$ cat src/hdl/bcf_pkg.sv
// Shared types, constants and the interpolation function of the Bezier flattener.
`timescale 1ns / 1ps
`default_nettype none
package bcf_pkg;

  localparam int unsigned COORD_W      = 24;
  localparam int unsigned T_W          = 17;
  localparam int unsigned STEP_W       = 16;
  localparam int unsigned NSEG_W       = 7;
  localparam int unsigned SAMPLE_IDX_W = 6;
  localparam int unsigned CFG_IDX_W    = 4;
  localparam int unsigned CFG_DATA_W   = 16;

  localparam int unsigned MAX_SEGMENTS     = 64;
  localparam int unsigned DEFAULT_SEGMENTS = 10;
  localparam int unsigned DEFAULT_T_STEP   = 6554;

  localparam logic [T_W-1:0] T_ONE = 17'h10000;

  typedef logic signed [COORD_W-1:0] coord_t;

  localparam coord_t COORD_MAX = 24'sh7FFFFF;
  localparam coord_t COORD_MIN = 24'sh800000;

  typedef enum logic [CFG_IDX_W-1:0] {
    REG_NUM_SEGMENTS = 4'd0,
    REG_T_STEP       = 4'd1
  } cfg_reg_e;

  typedef struct packed {
    coord_t p0_x;
    coord_t p0_y;
    coord_t p1_x;
    coord_t p1_y;
    coord_t p2_x;
    coord_t p2_y;
    coord_t p3_x;
    coord_t p3_y;
  } seg_t;

  typedef struct packed {
    coord_t                  pt_x;
    coord_t                  pt_y;
    logic [SAMPLE_IDX_W-1:0] sample_index;
    logic                    last;
  } pt_t;

  // Sample tag that travels down the cell row next to the points.
  typedef struct packed {
    logic                    valid;
    logic [T_W-1:0]          t;
    logic [SAMPLE_IDX_W-1:0] idx;
    logic                    last;
  } tag_t;

  // a + (b - a) * t, rounded to nearest with ties up; result stays between a and b.
  function automatic coord_t lerp(coord_t a, coord_t b, logic [T_W-1:0] t);
    logic signed [COORD_W:0]         diff;
    logic signed [T_W:0]             ts;
    logic signed [COORD_W+T_W+1:0]   prod;
    logic signed [COORD_W+T_W+1:0]   acc;
    diff = (COORD_W+1)'(a);
    diff = (COORD_W+1)'(b) - diff;
    ts   = signed'({1'b0, t});
    prod = diff * ts;
    acc  = prod + {{(T_W+2-16){a[COORD_W-1]}}, a, 16'h0000}
                + (COORD_W+T_W+2)'(32768);
    return acc[COORD_W+15:16];
  endfunction

endpackage
`default_nettype wire

$ cat src/hdl/bcf_seq.sv
// Sample sequencer: steps the sample index and t once per advancing cycle.
`timescale 1ns / 1ps
`default_nettype none
module bcf_seq #(
  parameter int unsigned MAX_SEGMENTS = bcf_pkg::MAX_SEGMENTS
) (
  input  wire logic                          clk_i,
  input  wire logic                          rst_ni,
  input  wire logic                          start_i,
  input  wire logic                          en_i,
  input  wire logic [bcf_pkg::NSEG_W-1:0]    num_segments_i,
  input  wire logic [bcf_pkg::STEP_W-1:0]    t_step_i,
  output logic                               busy_o,
  output bcf_pkg::tag_t                      tag_o
);

  localparam int unsigned IDX_W = $clog2(MAX_SEGMENTS);

  logic                    busy_q, busy_d;
  logic [IDX_W-1:0]        idx_q, idx_d;
  logic [IDX_W-1:0]        last_q, last_d;
  logic [bcf_pkg::T_W-1:0] t_q, t_d;
  logic [bcf_pkg::T_W:0]   t_sum;
  logic [IDX_W-1:0]        last_idx;

  // Zero segments counts as one, anything past the maximum as the maximum.
  always_comb begin
    if (num_segments_i == '0) begin
      last_idx = '0;
    end else if (num_segments_i > bcf_pkg::NSEG_W'(MAX_SEGMENTS)) begin
      last_idx = IDX_W'(MAX_SEGMENTS - 1);
    end else begin
      last_idx = IDX_W'(num_segments_i - bcf_pkg::NSEG_W'(1));
    end
  end

  assign t_sum = (bcf_pkg::T_W+1)'(t_q) + (bcf_pkg::T_W+1)'(t_step_i);

  always_comb begin
    busy_d = busy_q;
    idx_d  = idx_q;
    last_d = last_q;
    t_d    = t_q;
    if (start_i) begin
      busy_d = 1'b1;
      idx_d  = '0;
      last_d = last_idx;
      t_d    = '0;
    end else if (busy_q && en_i) begin
      if (idx_q == last_q) begin
        busy_d = 1'b0;
        idx_d  = '0;
      end else begin
        idx_d = idx_q + IDX_W'(1);
        // hold t at one once the step runs past the end
        if (t_sum > (bcf_pkg::T_W+1)'(bcf_pkg::T_ONE)) begin
          t_d = bcf_pkg::T_ONE;
        end else begin
          t_d = t_sum[bcf_pkg::T_W-1:0];
        end
      end
    end
  end

  always_ff @(posedge clk_i or negedge rst_ni) begin
    if (!rst_ni) begin
      busy_q <= 1'b0;
      idx_q  <= '0;
      last_q <= '0;
      t_q    <= '0;
    end else begin
      busy_q <= busy_d;
      idx_q  <= idx_d;
      last_q <= last_d;
      t_q    <= t_d;
    end
  end

  assign busy_o      = busy_q;
  assign tag_o.valid = busy_q;
  assign tag_o.t     = t_q;
  assign tag_o.idx   = bcf_pkg::SAMPLE_IDX_W'(idx_q);
  assign tag_o.last  = (idx_q == last_q);

endmodule
`default_nettype wire

$ cat config.mk
export PLATFORM = sky130hd
export DESIGN_NAME = bcf_seq
export DESIGN_NICKNAME = d
export VERILOG_FILES = /design/src/hdl/bcf_pkg.sv /design/src/hdl/bcf_seq.sv
export SDC_FILE = /design/constraint.sdc
export NUM_CORES = 1
export LEC_CHECK = 0
export CORE_AREA = 2 2 116 85
export CTS_BUF_LIST = sky130_fd_sc_hd__clkbuf_16
export DETAILED_ROUTE_END_ITERATION = 12
export DIE_AREA = 0 0 118 87
export DONT_BUFFER_PORTS = 1
export HOLD_SLACK_MARGIN = 0.03
export PLACE_DENSITY = 0.46
export SLEW_MARGIN = 20
export SYNTH_ARGS = -nofsm -noshare
export SYNTH_HDL_FRONTEND = slang
export SYNTH_SLANG_ARGS = --single-unit
$ cat constraint.sdc
create_clock -name clk_i -period 3.4 [get_ports clk_i]
set_clock_uncertainty 0.2 [all_clocks]
set_input_delay 0.17 -clock clk_i [delete_from_list [all_inputs] [get_ports clk_i]]
set_output_delay 0.17 -clock clk_i [all_outputs]
set_load 0.01 [all_outputs]
Word level (Yosys, flattened, before mapping)
Index checks and enable logic that the tools add are counted.
Word-level totals
  register bits after elaboration: 30
  word-level logic and storage cells: 29
  input bits: 27
  output and inout port bits: 26
Cells by class
  equal/unequal tests: 2
  mux-type cells: 12
  magnitude comparators: 2
  reductions and logical operators: 6
  $add $sub $neg: 3
Operator list (count)
  two-way mux 17 bit: 4
  two-way mux 6 bit: 5
  adder 17 x 16 -> 18 bit: 1
  greater-than comparator 18 x 17 -> 1 bit, second input constant: 1
  greater-than comparator 7 bit, second input constant: 1
  zero test 7 bit: 1
  adder 6 x 1 -> 6 bit, second input constant: 1
  equality test 6 bit: 1
  subtractor 6 x 1 -> 6 bit, second input constant: 1
  AND reduction 2 bit: 2
  nonzero test 2 bit: 2
  two-way mux 1 bit: 3
  != test 2 bit, second input constant: 1
  logical AND 1 bit: 1

Longest topological paths before layout
  depth after elaboration: 6
  gate-level depth with buffers: 10
  gate-level depth less buffers: 9

Least setup slack after synthesis
No wires, ideal clock.
  path kind: register to register
  start: reg t_q[0] (netlist name)
  end: reg t_q[1] (netlist name)
  cell stages (with the launch flop): 11
  buffers on the path: 1
  library setup time: 0.121 ns
  arrival: 2.558 ns
  required time: 3.079 ns
  setup slack: 0.521 ns
  clock period less this slack: 2.879 ns
  cell sequence: dfrtp_1 -> ha_1 -> fa_1 -> a21o_1 -> nand4_1 -> nand3_1 -> a211oi_2 -> o31ai_2 -> mux2_4 -> buf_8 -> a22o_2
Between the ends
  word-level cells in the longest chain between the ends: 6
RTL lines
  from (decl): line bcf_seq.sv:22  | logic [bcf_pkg::T_W-1:0] t_q, t_d;
  from (signal assigned): line bcf_seq.sv:75  | t_q <= t_d;
  adder 17 x 16 -> 18 bit *: line bcf_seq.sv:37  | assign t_sum = (bcf_pkg::T_W+1)'(t_q) + (bcf_pkg::T_W+1)'(t_step_i);
  greater-than comparator 18 x 17 -> 1 bit: line bcf_seq.sv:56  | if (t_sum > (bcf_pkg::T_W+1)'(bcf_pkg::T_ONE)) begin
  two-way mux 17 bit *: line bcf_seq.sv:56
  two-way mux 17 bit *: line bcf_seq.sv:50  | if (idx_q == last_q) begin
  two-way mux 17 bit *: line bcf_seq.sv:49  | end else if (busy_q && en_i) begin
  two-way mux 17 bit *: line bcf_seq.sv:44  | if (start_i) begin
Every way passes the cells marked *; elsewhere a longest branch is shown, timed or not. The select of a mux whose other input is x is not followed.
A chain may end at the register's enable or synchronous reset.

Final worst setup path
  start: in t_step_i[0] (netlist name)
  end: reg t_q[15] (netlist name)
Between the ends
  word-level cells in the longest chain between the ends: 6
RTL lines
  from (decl): line bcf_seq.sv:12  | input wire logic [bcf_pkg::STEP_W-1:0] t_step_i,
  adder 17 x 16 -> 18 bit *: line bcf_seq.sv:37
  greater-than comparator 18 x 17 -> 1 bit: line bcf_seq.sv:56
  two-way mux 17 bit *: line bcf_seq.sv:56
  two-way mux 17 bit *: line bcf_seq.sv:50
  two-way mux 17 bit *: line bcf_seq.sv:49
  two-way mux 17 bit *: line bcf_seq.sv:44
Marks and branches as above.

==> results.md <==
* Reg2reg start: t_q[0]$_DFFE_PN0P_
* IO Port Bufs at 0
* Post-DP HPWL at 4160 microns
* Vias per cell at 4.70
* # DRC at 0
* Register bit total from synthesis at 30
* Asr flop ratio synth at 100%
* Area growth, synth to finish at 15.4%
* Critical Path Start: t_step_i[0]
* Routed vias at about 1700
* Layout Utilization at 27.8%
* RSZ-0062 raised after global routing: no
* YS warnings at 0
* Initial Utilization at between 20% and 30%
* CP arrival at 3.07 ns
* Largest net degree at the start of global routing at 31
* Clock sink count at 30
* Die Y at 87 microns
* DP Cell Count at approximately 360
* Cell Rows at 30
* Mapped cell area at 2230 sq um
* Worst IR Drop VDD at approximately 0.00014 V
* Hold Path Class: primary input to flip-flop
* Nets at around 290
* Io pins at 53
* Layout cells sized above 1 at around an eighth
* CP endpoint: t_q[15]$_DFFE_PN0P_
* Seq/Total Area, Yosys at approximately a third
* Crit path max fanout at 15
* Prevailing post-synth register cell: dfrtp_1
* Slowest stage cell, crit path: dlygate4sd3_1
* Post-Route WL at around 5600 microns
* Final Cycle Share at approximately nine tenths
* Mapped Cells at between 200 and 250
* Relative slew slack at between 60 and 70%
* Reg-to-reg endpoint: t_q[15]$_DFFE_PN0P_
* Die footprint at 10300 sq um
* Clock transition at path regs at ~0.050 ns
* CP max stage delay at ~0.55 ns
* Crit end category: flip-flop
* Post-layout minimum cycle time at around 3.1 ns
* Synth area leaders: dfrtp_1 (34%), ha_1 (11%), xor2_1 (7.5%)
* Cells along the critical path: dlygate4sd3_1 -> ha_1 -> fa_1 -> a21o_1 -> nand4_1 -> nand3_1 -> a211oi_2 -> o31ai_2 -> mux2_4 -> a22o_2
* H-Tree Level Count at 2
* Post-synth net total at between 200 and 300
* DP Worst Slack at a little under 0.3 ns
* Setup violators final at 0
* Root Driver: clkbuf_16
* Leakage dissipation at 1.16 nW
* Endpoints failing hold at 0
* DRT antenna net count at 0
* CTS buffer count at 5
* Type of the worst setup path: primary input to flip-flop
* Post-CTS Setup Bufs at 0
* WL per Instance at about 15 microns
* RePlAce Congestion at 0.741
* Clock Latency Late Sink at 0.28 ns
* Critical Path Start Type: primary input
* Max Slew Vio Count at 0
* First-pass GRT wire length at about 9000 microns
* Power density over the cells at 524 nW/um^2
* Die X-Extent at 118 microns
* Grt total ovfl at 0
* Distinct cells, synth at 48
* Antenna violations before repair at 0
* Layout Cells excl Fill at 368
* 1st-iter DRT viols at 64
* Max Cap Violations at 0
* Worst reg2reg setup slack at 0.30 ns
* Top cell type's share of synthesized area at 33.6%
* Critical Path RT at ~3.4 ns
* CTS max path bufs at 2
* Gr usage total at between 10% and 20%
* Drt pass-1 iters at 4
* R2R depth at 9
* Final worst slack at about 0.29 ns
* Worst slew pin tran at between 0.4 and 0.5 ns
* Mean post-synth cell area at roughly 9.7 sq um
* Core area at approximately 9300 sq um
* Run status: completed
* Peak Freq at roughly 0.32 GHz
* Cell taking the most area after synthesis: dfrtp_1
* Number of global-route vias before repair at approximately 1700
* EDFF count, synth at 0
* CTS tree: yes
* ANT cells at 0
* TNS Setup at 0 ns
==> per-stage QoR <==
stage                     area (sq um)  hold WS, ns  power (mW)
after CTS                         2570       0.0333        1.37
after floorplan                   2230       -0.326       0.844
after global routing              2570       0.0472        1.45
final                             2570       0.0441        1.35
after global placement            2370       -0.325       0.929
after detailed placement          2370       -0.325       0.929
==> critical path: cells and delay by family <==
kind	cells	cell delay [ns]
buffers and inverters	1	0.55
AO/OA/AOI/OAI	4	0.99
adder cells (fa/ha/maj)	2	0.66
multiplexers	1	0.42
AND/OR/NAND/NOR	2	0.27
==> registers in the layout (all words and copies together), names as in the netlist <==
signal / cells
idx_q: 6
t_q: 17
busy_o: 1
last_q: 6
==> logic make-up (layout without fill, tap and decap cells) <==
logic type                 after synthesis  after routing  synth area share (%)
muxes                                    6              6                  3.19
and+or+nand+nor                         63             63                  13.6
DFF                                     30             30                  33.6
buffers and inverters                   11             21                  2.86
xor gates and xnor gates                28             28                  11.0
adders and majority gates               23             23                  12.9
AOI/OAI and AO/OA                       69             69                  22.8
==> cells in the mapped netlist (2+ instances only) <==
cell type	number
xor2_1	19
a22o_1	5
a211oi_2	2
o21ai_0	8
dfrtp_1	30
xnor2_1	9
nand3_1	7
nand2_1	12
maj3_1	3
a21oi_1	15
o21a_1	4
o21ai_1	2
nand2b_1	3
inv_1	6
nor2_1	26
and3_1	3
a211oi_1	3
ha_1	19
a31oi_1	2
mux2_2	5
nor3_1	3
nand4_1	2
a22o_2	10
clkbuf_1	2
a21o_1	7
==> cell type report <==
| type | count | area, sq um |
|---|---|---|
| clock buffers | 5 | 125 |
| clock inverters | 1 | 3.75 |
| fillers | 994 | 6700 |
| inverters | 6 | 22.5 |
| multi-input cells | 189 | 1420 |
| flip-flops and latches | 30 | 751 |
| well taps | 128 | 160 |
| repair buffers | 9 | 95.1 |
==> layer usage <==
metal	share of wire, %	wire length, microns	track usage, %	vias up
li1	-	-	-	866
met4	0.59	33	3.61	0
met1	51	2890	15.8	834
met5	0	0	0	-
met3	5.6	318	3.99	5
met2	42	2380	16.4	24
==> repair_timing <==
action,CTS,global route
hold endpoints to repair,46,0
gates resized for setup,0,0
hold buffers,7,0
==> where the power goes <==
group,switching (mW),internal (mW)
clock,0.149,0.260
combinational,0.249,0.215
sequential,0.0721,0.406
total,0.469,0.880
==> worst min path at each step <==
stage / startpoint / end / slack, ns / cells past startpoint
floorplan: rst_ni / busy_o$_DFFE_PN0P_ / -0.33 / 0
global placement: rst_ni / t_q[10]$_DFFE_PN0P_ / -0.32 / 0
detailed placement: rst_ni / t_q[11]$_DFFE_PN0P_ / -0.32 / 0
CTS: start_i / idx_q[1]$_DFFE_PN0P_ / 0.03 / 2
global route: start_i / idx_q[0]$_DFFE_PN0P_ / 0.05 / 2
finish: start_i / idx_q[1]$_DFFE_PN0P_ / 0.04 / 2
==> cells in the final DEF (no fill, tap or decap), drive strengths merged, types with 4 or more instances in the layout <==
cell type	synthesis	final
dfrtp	30	30
ha	19	19
a21o	8	8
o21ai	10	10
xor2	19	19
a211oi	5	5
inv	6	6
nand3	7	7
o21a	4	4
xnor2	9	9
clkbuf	2	5
mux2	6	6
dlygate4sd3	0	6
a21oi	15	15
nor2	26	26
nand2	12	12
a22o	15	15
(Power assumes the default switching activity.)
